**src/hdl/tlbs_pkg.sv**
```systemverilog
// Package of the table search block: sizes, command codes and item types.
// Depends on nothing; used by every module of the block.
package tlbs_pkg;

  localparam int unsigned DefaultDepth = 16;
  localparam int unsigned ValueW       = 32;
  localparam int unsigned PosW         = 5;

  typedef enum logic [1:0] {
    CMD_CLEAR  = 2'd0,
    CMD_APPEND = 2'd1,
    CMD_LINEAR = 2'd2,
    CMD_BINARY = 2'd3
  } cmd_e;

  typedef struct packed {
    logic [1:0]               command;
    logic signed [ValueW-1:0] value;
  } cmd_item_t;

  typedef struct packed {
    logic            found;
    logic [PosW-1:0] position;
    logic            table_full_error;
  } res_item_t;

endpackage

```
**src/hdl/tlbs_mem.sv**
```systemverilog
// Entry store of the table: one write port and one read port, read data registered.
// Depends on tlbs_pkg for the value width.
module tlbs_mem #(
  parameter int unsigned DEPTH = 16,
  parameter int unsigned IdxW  = 4
) (
  input  logic                               clk_i,
  input  logic                               we_i,
  input  logic [IdxW-1:0]                    waddr_i,
  input  logic signed [tlbs_pkg::ValueW-1:0] wdata_i,
  input  logic [IdxW-1:0]                    raddr_i,
  output logic signed [tlbs_pkg::ValueW-1:0] rdata_o
);
  import tlbs_pkg::*;

  logic signed [ValueW-1:0] mem_q [DEPTH];
  logic signed [ValueW-1:0] rdata_q;

  always_ff @(posedge clk_i) begin
    if (we_i) begin
      mem_q[waddr_i] <= wdata_i;
    end
  end

  always_ff @(posedge clk_i) begin
    rdata_q <= mem_q[raddr_i];
  end

  assign rdata_o = rdata_q;

endmodule

```
**src/hdl/tlbs_ctrl.sv**
```systemverilog
// Command sequencer of the table search block with its single key comparator.
// Depends on tlbs_pkg; drives the read and write ports of tlbs_mem.
module tlbs_ctrl #(
  parameter int unsigned DEPTH = 16,
  parameter int unsigned IdxW  = 4,
  parameter int unsigned CntW  = 5
) (
  input  logic                               clk_i,
  input  logic                               rst_ni,
  input  logic                               start,
  output logic                               busy,
  input  tlbs_pkg::cmd_item_t                cmd_i,
  output logic                               done_o,
  output tlbs_pkg::res_item_t                res_o,
  output logic                               we_o,
  output logic [IdxW-1:0]                    waddr_o,
  output logic [IdxW-1:0]                    raddr_o,
  input  logic signed [tlbs_pkg::ValueW-1:0] rdata_i
);
  import tlbs_pkg::*;

  localparam int unsigned BW = CntW + 1;

  typedef enum logic [1:0] {
    ST_IDLE = 2'b01,
    ST_CMP  = 2'b10
  } state_e;

  state_e                   state_q, state_d;
  logic [CntW-1:0]          cnt_q, cnt_d;
  logic [IdxW-1:0]          addr_q, addr_d;
  logic signed [BW-1:0]     low_q, low_d, high_q, high_d;
  logic signed [ValueW-1:0] key_q, key_d;
  logic                     bin_q, bin_d;
  logic                     done_q, done_d;
  res_item_t                res_q, res_d;

  logic                     full;
  logic                     key_eq, key_gt;
  logic [IdxW:0]            addr_inc;
  logic signed [BW-1:0]     addr_s, high0, nlow, nhigh;
  logic signed [BW:0]       mid_sum0, mid_sum;

  assign full = (cnt_q == CntW'(DEPTH));

  // The shared comparator: every probe of either search goes through it.
  assign key_eq = (key_q == rdata_i);
  assign key_gt = (key_q > rdata_i);

  assign addr_inc = {1'b0, addr_q} + 1'b1;
  assign addr_s   = signed'(BW'(addr_q));
  assign high0    = signed'(BW'(cnt_q)) - signed'(BW'(1));
  assign mid_sum0 = (BW + 1)'(high0);
  assign nlow     = key_gt ? addr_s + signed'(BW'(1)) : low_q;
  assign nhigh    = key_gt ? high_q : addr_s - signed'(BW'(1));
  assign mid_sum  = (BW + 1)'(nlow) + (BW + 1)'(nhigh);

  always_comb begin
    state_d = state_q;
    cnt_d   = cnt_q;
    addr_d  = addr_q;
    low_d   = low_q;
    high_d  = high_q;
    key_d   = key_q;
    bin_d   = bin_q;
    done_d  = 1'b0;
    res_d   = '0;
    we_o    = 1'b0;
    case (state_q)
      ST_IDLE: begin
        if (start) begin
          case (cmd_i.command)
            CMD_CLEAR: begin
              cnt_d  = '0;
              done_d = 1'b1;
            end
            CMD_APPEND: begin
              done_d = 1'b1;
              if (full) begin
                res_d.table_full_error = 1'b1;
              end else begin
                we_o  = 1'b1;
                cnt_d = cnt_q + 1'b1;
              end
            end
            CMD_LINEAR: begin
              key_d = cmd_i.value;
              bin_d = 1'b0;
              if (cnt_q == '0) begin
                done_d = 1'b1;
              end else begin
                addr_d  = '0;
                state_d = ST_CMP;
              end
            end
            CMD_BINARY: begin
              key_d  = cmd_i.value;
              bin_d  = 1'b1;
              low_d  = '0;
              high_d = high0;
              if (cnt_q == '0) begin
                done_d = 1'b1;
              end else begin
                addr_d  = mid_sum0[IdxW:1];
                state_d = ST_CMP;
              end
            end
            default: begin
              done_d = 1'b1;
            end
          endcase
        end
      end
      ST_CMP: begin
        if (key_eq) begin
          done_d         = 1'b1;
          res_d.found    = 1'b1;
          res_d.position = PosW'(addr_inc);
          state_d        = ST_IDLE;
        end else if (!bin_q) begin
          if (CntW'(addr_inc) == cnt_q) begin
            done_d  = 1'b1;
            state_d = ST_IDLE;
          end else begin
            addr_d = IdxW'(addr_inc);
          end
        end else begin
          low_d  = nlow;
          high_d = nhigh;
          // Bounds crossed: the probe path ends without a match.
          if (nlow > nhigh) begin
            done_d  = 1'b1;
            state_d = ST_IDLE;
          end else begin
            addr_d = mid_sum[IdxW:1];
          end
        end
      end
      default: begin
        state_d = ST_IDLE;
      end
    endcase
  end

  always_ff @(posedge clk_i or negedge rst_ni) begin
    if (!rst_ni) begin
      state_q <= ST_IDLE;
      cnt_q   <= '0;
      done_q  <= 1'b0;
    end else begin
      state_q <= state_d;
      cnt_q   <= cnt_d;
      done_q  <= done_d;
    end
  end

  always_ff @(posedge clk_i) begin
    addr_q <= addr_d;
    low_q  <= low_d;
    high_q <= high_d;
    key_q  <= key_d;
    bin_q  <= bin_d;
    res_q  <= res_d;
  end

  // The read address is the next probe, so its entry arrives with the probe state.
  assign raddr_o = addr_d;
  assign waddr_o = cnt_q[IdxW-1:0];
  assign busy    = (state_q != ST_IDLE);
  assign done_o  = done_q;
  assign res_o   = res_q;

endmodule

```
**src/hdl/table_linear_binary_search.sv**
```systemverilog
// Top level of the table search block: sequencer and entry store.
// Depends on tlbs_pkg, tlbs_ctrl and tlbs_mem.
//
//   channel   ports                 handshake
//   command   cmd_i                 taken when start is high and busy is low
//   result    res_o                 shown for one cycle while done_o is high
//
// Clear and append show their result in the cycle after the item is taken,
// and busy stays low, so the next item may follow at once.
// A search of a non-empty table keeps busy high while it probes one entry at a time:
// up to the entry count for a linear search, up to floor(log2(count))+1 for a
// binary search, set by the one read port of the store and the one key comparator.
// Reset empties the table at once; entries need no clearing.
// The receiver cannot stall: a result is gone after its strobe cycle.
module table_linear_binary_search #(
  parameter int unsigned DEPTH = tlbs_pkg::DefaultDepth
) (
  input  logic                clk_i,
  input  logic                rst_ni,
  input  logic                start,
  output logic                busy,
  input  tlbs_pkg::cmd_item_t cmd_i,
  output logic                done_o,
  output tlbs_pkg::res_item_t res_o
);
  import tlbs_pkg::*;

  localparam int unsigned IdxW = (DEPTH > 1) ? $clog2(DEPTH) : 1;
  localparam int unsigned CntW = $clog2(DEPTH + 1);

  logic                     we;
  logic [IdxW-1:0]          waddr, raddr;
  logic signed [ValueW-1:0] rdata;

  tlbs_ctrl #(
    .DEPTH (DEPTH),
    .IdxW  (IdxW),
    .CntW  (CntW)
  ) u_ctrl (
    .clk_i   (clk_i),
    .rst_ni  (rst_ni),
    .start   (start),
    .busy    (busy),
    .cmd_i   (cmd_i),
    .done_o  (done_o),
    .res_o   (res_o),
    .we_o    (we),
    .waddr_o (waddr),
    .raddr_o (raddr),
    .rdata_i (rdata)
  );

  tlbs_mem #(
    .DEPTH (DEPTH),
    .IdxW  (IdxW)
  ) u_mem (
    .clk_i   (clk_i),
    .we_i    (we),
    .waddr_i (waddr),
    .wdata_i (cmd_i.value),
    .raddr_i (raddr),
    .rdata_o (rdata)
  );

endmodule

```
**config.mk**
```make
export PLATFORM = sky130hd
export DESIGN_NAME = table_linear_binary_search
export DESIGN_NICKNAME = d
export VERILOG_FILES = /design/src/hdl/tlbs_pkg.sv /design/src/hdl/tlbs_mem.sv /design/src/hdl/tlbs_ctrl.sv /design/src/hdl/table_linear_binary_search.sv
export SDC_FILE = /design/constraint.sdc
export NUM_CORES = 1
export LEC_CHECK = 0
export BUFFER_PORTS_ARGS = -buffer_cell sky130_fd_sc_hd__buf_4
export CORE_ASPECT_RATIO = 1.5
export CORE_MARGIN = 2
export CORE_UTILIZATION = 30
export CTS_BUF_LIST = sky130_fd_sc_hd__clkbuf_4
export CTS_CLUSTER_SIZE = 40
export DETAILED_ROUTE_END_ITERATION = 10
export GPL_TIMING_DRIVEN = 0
export PLACE_DENSITY = 0.47
export SLEW_MARGIN = 10
export SYNTH_ARGS = -nofsm -noshare
export SYNTH_HDL_FRONTEND = slang
export SYNTH_SLANG_ARGS = --single-unit
```
**constraint.sdc**
```tcl
create_clock -name clk_i -period 7.52 [get_ports clk_i]
set_input_delay 1.504 -clock clk_i [delete_from_list [all_inputs] [get_ports clk_i]]
set_output_delay 1.504 -clock clk_i [all_outputs]
set_load 0.01 [all_outputs]
```
== Yosys cells after proc, flatten, opt, wreduce, memory -nomap -nowiden ==
Memories as Yosys holds them, arrays and structs flattened. A register that Yosys moved wholly into a read port is not among the register bits.
Cells that the tools add are included.

* Memories: 1
* Bits in writable memories: 512
* Input port bits: 37
* Bits in registers: 64
* Output and inout port bits: 9

* Equal/unequal tests: 18
* Add/subtract/negate cells: 6
* Multiplexer cells: 48
* Reductions and logical operators: 14
* Magnitude comparators: 2

{| class="wikitable"
|+ Memories
! name !! words !! bits a word !! read ports !! clocked after memory_dff !! write ports !! RTL line !! RTL
|-
| u_mem.mem_q || 16 || 32 || 1 || 1 || 1 || tlbs_mem.sv:16 || <nowiki>logic signed [ValueW-1:0] mem_q [DEPTH];</nowiki>
|}

{| class="wikitable"
|+ Operators with widths
! kind !! count
|-
| $mux 6 || 11
|-
| $eq 32x32->1 || 1
|-
| $gt 32x32->1 || 1
|-
| $mux 4 || 7
|-
| $pmux 6 s2 || 2
|-
| $pmux 4 s2 || 2
|-
| $mux 2 || 7
|-
| $mux 1 || 13
|-
| $ne 2x2->1 const B || 6
|-
| $add 4x1->5 const B || 2
|-
| $pmux 5 s2 || 1
|-
| $reduce_and 5->1 || 2
|-
| $reduce_and 3->1 || 3
|-
| $eq 2x2->1 const B || 3
|-
| $gt 6x6->1 || 1
|-
| $pmux 1 s2 || 3
|-
| $reduce_bool 2->1 || 3
|-
| $sub 5x1->6 const B || 1
|-
| $add 5x1->5 const B || 1
|-
| $add 5x5->5 || 1
|-
| $eq 5x5->1 || 1
|-
| $eq 5x5->1 const B || 1
|-
| $logic_not 5->1 || 1
|-
| $mux 5 || 1
|-
| 10 further kinds || 13
|}

== Longest topological paths before layout ==
* Depth after elaboration: 7
* Depth in mapped cells: 27
* Depth with buffers taken out: 23

== Modules after synthesis ==
Synthesis repeated with hierarchy kept, for this count alone.

* Cell total of the unflattened synthesis: 1276
* Area, all modules: 24039.3 um2

{| class="wikitable"
|+ By module, submodules not included
! module !! cells an instance !! times used !! area an instance (um2) !! seq. area each (um2)
|-
| tlbs_mem || 838 || 1 || 19835.3 || 16015.4
|-
| tlbs_ctrl || 438 || 1 || 4204.0 || 1773.0
|}

== Worst setup path before layout ==
No wires, ideal clock.

* Path type: register -> register
* Start: reg u_ctrl.key_q[1]
* End: reg u_mem.rdata_q[10] (netlist: u_mem.rdata_o[10]) (read register of u_mem.mem_q)
* Data required time: 7.378 ns
* Data arrival time: 4.949 ns
* Cell stages (with the launch flop): 27
* Path buffers: 4
* Setup slack: 2.429 ns
* Cells stage by stage: edfxtp_1 ha_1 nor2b_1 o21a_1 o21a_1 o21a_1 o2111ai_1 a21boi_1 o21a_1 o221ai_1 buf_2 mux2i_1 inv_1 ha_1 and4b_1 a32o_1 a31oi_2 mux2_1 a21oi_1 a221o_1 buf_2 buf_6 buf_6 mux2i_1 mux2i_1 mux2i_1 mux2i_1

* Longest elaborated chain between the ends: 7
* Elaborated cells on any way between the ends: 10

{| class="wikitable"
|+ RTL lines
! element !! RTL line !! RTL
|-
| start: declaration || tlbs_ctrl.sv:33 || <nowiki>logic signed [ValueW-1:0] key_q, key_d;</nowiki>
|-
| start signal: assignment || tlbs_ctrl.sv:161 || <nowiki>key_q <= key_d;</nowiki>
|-
| $gt 32x32->1 || tlbs_ctrl.sv:48 || <nowiki>assign key_gt = (key_q > rdata_i);</nowiki>
|-
| $mux 6 (on tied branches) || tlbs_ctrl.sv:54, tlbs_ctrl.sv:55 ||
|-
| $add 5x5->5 or $gt 6x6->1 (tied branches) || tlbs_ctrl.sv:56, tlbs_ctrl.sv:131 ||
|-
| $mux 4 || tlbs_ctrl.sv:131 || <nowiki>if (nlow > nhigh) begin</nowiki>
|-
| $mux 4 || tlbs_ctrl.sv:120 || <nowiki>end else if (!bin_q) begin</nowiki>
|-
| $mux 4 * || tlbs_ctrl.sv:115 || <nowiki>if (key_eq) begin</nowiki>
|-
| $pmux 4 s2 * || tlbs_ctrl.sv:69 || <nowiki>case (state_q)</nowiki>
|-
| end: declaration || tlbs_mem.sv:17 || <nowiki>logic signed [ValueW-1:0] rdata_q;</nowiki>
|}

Mark *: on every way between the ends. The rest lies on a longest branch, timed or not.
A chain may end at the register's enable or synchronous reset.

== Worst setup path after layout ==
* Start: reg u_ctrl.key_q[17]
* End: reg u_mem.rdata_q[30] (netlist: u_mem.rdata_o[30]) (read register of u_mem.mem_q)

The elaborated chain is that of the path after synthesis.

==> reports/qor.yml <==
cells_and_area:
  drive_above_1_share: 0.2087
  fillers: 8194
  area_delta_synth_final_pct: 15.98
  final_nets: 1783
route:
  vias_per_cell: 4.553
  vias: 13400
  wl_mm: 63.23
  drt_iter0_drc: 624
  drc: 0
  drtPass1Iterations: 5
  wl_per_cell_um: 21.48
  antenna_left: 0
die:
  initial_core_util: 0.3020
  die_h_um: 361.7
  coreArea_mm2: 0.08474
  num_io_pins: 46
  dieArea_mm2: 0.08772
  core.rowCount: 131
  die_w_um: 242.5
pwr:
  leakagePower_nw: 9.810
  ir_worst_vdd_mv: 0.1620
  p_per_area_mw_per_mm2: 336.5
global_routing:
  grt_pass1_vias: 14410
  grt_pass1_wl_mm: 92.34
  antenna_found_initial: 4
  grt.overflow.total: 0
  grt_max_degree: 22
  grtUsageTotal: 0.1454
worst_setup_path:
  ff2ff_setup_slack_ps: 750
  worstSetupEndpointType: "flip-flop"
  timing.rr.start: "u_ctrl.key_q[17]$_DFFE_PP_"
  crit_arrival_ps: 7570
  path_max_fanout: 10
  startpoint_type: "flip-flop"
  reg2reg_depth: 25
  crit_type: "flip-flop to flip-flop"
  worstPathRequired_ps: 8320
  r2r_end: "u_mem.rdata_o[30]$_DFF_P_"
synthesis:
  synth.area.top_cells: "edfxtp_1 65%, mux2i_1 19%, dfxtp_1 3.4%"
  netlist_area_mm2: 0.02559
  seq_area_frac_synth: 0.6950
  synth-async-reset-ratio: 0.01316
  synth-edff-count: 557
  ys.flop_type: "edfxtp_1"
  netlist_top_cells_count: "557 x edfxtp_1, 489 x mux2i_1, 55 x inv_1"
  syn-num-nets: 1571
  synthCells: 1483
  synth_top_area_cell: "edfxtp_1"
  yosysMostFrequentCell: "edfxtp_1"
  ys_ff_latch: 608
  synth_cell_types: 66
  synth_top_area_share: 0.6535
  syn_avg_cell_area_um2: 17.26
  ys_warn_count: 0
clock_tree:
  insertion_delay_ps: 930
  clock_sinks: 608
  cts_setup_buffers: 0
  cts_tree: "built"
  cts_buffers: 148
  hold_buffers: 0
  cts_root_buffer: "clkbuf_4"
  htreeDepth: 4
  clkTransAtPathRegs_ps: 80
  cts_resized: 0
  cts_buffer_depth: 3
timing:
  tns_ps: 0
  post-route-period-util: 0.9002
  worst_slew_margin_rel: 0.3755
  rsz0062_at_grt: "no"
  skew_ps: 55.45
  finalHoldViolations: 0
  fmax_mhz: 147.7
  slew_violations: 0
  whs_ps: 374.9
  setup_viol: 0
  tightest_slew_ps: 936.7
  min_period_ps: 6770
place:
  hpwl_mm: 41.83
  gp_congestion: 0.7857
  portBuffers: 45
outcome:
  status: "finished clean"
flow_run:
  drv_cap: 0
worst_hold_path:
  hp-class: "primary input to async pin"
layout make-up:
type / count / area, um^2 / share of cell area
diodes: 3 / 7.507 / 0.0002529
repair buffers: 62 / 708.2 / 0.02386
plain buffers: 63 / 709.4 / 0.02390
clock buffers: 217 / 1629 / 0.05488
well taps: 1130 / 1414 / 0.04763
inverters: 55 / 206.4 / 0.006955
multi-input cells: 757 / 6928 / 0.2334
clock inverters: 49 / 292.8 / 0.009863
flip-flops and latches: 608 / 17790 / 0.5993
through the flow:
step | std cells | power [mW] | utilization | setup slack (ps) | area, um^2
after floorplan | 1483 | 6.370 | - | 2429 | 25590
after global placement | 2658 | 7.308 | 0.3227 | 685.7 | 27350
after detailed placement | 2675 | 7.348 | 0.3275 | 689.6 | 27750
after CTS | 2941 | 10.17 | 0.3502 | 679.3 | 29670
after global routing | 2944 | 10.55 | 0.3503 | 329.4 | 29680
final | 2944 | 9.988 | 0.3503 | 750.2 | 29680
state kept, by name, indices dropped and copies added (netlist names):
name,count
u_mem.mem_q,512
u_ctrl.key_q,32
u_mem.rdata_o,32
u_ctrl.res_o,7
u_ctrl.high_q,6
u_ctrl.low_q,6
u_ctrl.cnt_q,5
u_ctrl.addr_q,4
u_ctrl.state_q,2
u_ctrl.bin_q,1
u_ctrl.done_o,1
critical path, stage by stage (launching register included):
cell and delay, ps:
edfxtp_1 360, ha_1 300, a21o_1 190, a21o_1 180
a21oi_1 280, o21ai_0 210, a21oi_1 260, nand4b_1 120
o221ai_1 570, buf_2 410, mux2i_1 350, inv_1 80
ha_1 300, and4b_1 200, a32o_1 270, a31oi_2 220
mux2_1 370, a21oi_1 150, a221o_1 330, buf_2 240
buf_6 230, buf_6 270, mux2i_1 210, mux2i_1 110
mux2i_1 280, mux2i_1 140
power by group:
| part | internal [mW] | switching [mW] | total [mW] |
|---|---|---|---|
| Sequential | 3.93 | 0.0723 | 4.00 |
| Combinational | 1.37 | 1.84 | 3.21 |
| Clock | 1.46 | 1.31 | 2.77 |
cells by family after synthesis:
| group | after synthesis | share of synthesized area |
|---|---|---|
| AO/OA/AOI/OAI | 74 | 0.02019 |
| XOR/XNOR | 12 | 0.004106 |
| adder cells (fa/ha/maj) | 51 | 0.02522 |
| buffers and inverters | 118 | 0.03578 |
| flip-flops | 608 | 0.6950 |
| multiplexers | 496 | 0.1943 |
| AND/OR/NAND/NOR | 124 | 0.02537 |
placed cells by master, fill, tap and decap left out, drive strengths merged, types with 2 or more instances in the layout:
master   Yosys  routed
dfxtp       43      43
a21oi       19      19
o21ai       19      19
o21a         4       4
clkinv       0      39
bufinv       0       4
nor3b        2       2
or3          3       3
edfxtp     557     557
and2        18      18
xor2         8       8
mux2         7       7
diode        0       3
a31oi        2       2
ha          50      50
xnor2        4       4
nand2       20      20
mux2i      489     489
a21o        11      11
clkbuf       7     224
dfrtp        7       7
nor4         2       2
nor2b        6       6
nor3         6       6
and3         8       8
o2111ai      2       2
nand4       10      10
buf         55     117
inv         55      60
nor2        32      32
nand3       11      11
layer usage:
layer  global-route usage  up-vias  share of wire
met5                    0        -        0.00030
met4              0.07129        4          0.037
met3              0.03152      127          0.036
met2               0.2705      287           0.54
met1               0.1544     6742           0.39
li1                     -     6243              -
worst max-delay path by stage:
stage / from / to / slack (ps) / cells past startpoint
floorplan: u_ctrl.key_q[1]$_DFFE_PP_ / u_mem.rdata_o[10]$_DFF_P_ / 2430 / 26
global placement: u_mem.rdata_o[17]$_DFF_P_ / u_mem.rdata_o[30]$_DFF_P_ / 690 / 26
detailed placement: u_mem.rdata_o[17]$_DFF_P_ / u_mem.rdata_o[30]$_DFF_P_ / 690 / 26
CTS: u_mem.rdata_o[17]$_DFF_P_ / u_mem.rdata_o[30]$_DFF_P_ / 680 / 26
global route: u_mem.rdata_o[17]$_DFF_P_ / u_mem.rdata_o[7]$_DFF_P_ / 330 / 26
finish: u_ctrl.key_q[17]$_DFFE_PP_ / u_mem.rdata_o[30]$_DFF_P_ / 750 / 25
No activity file was read; power rests on OpenSTA's default activity.
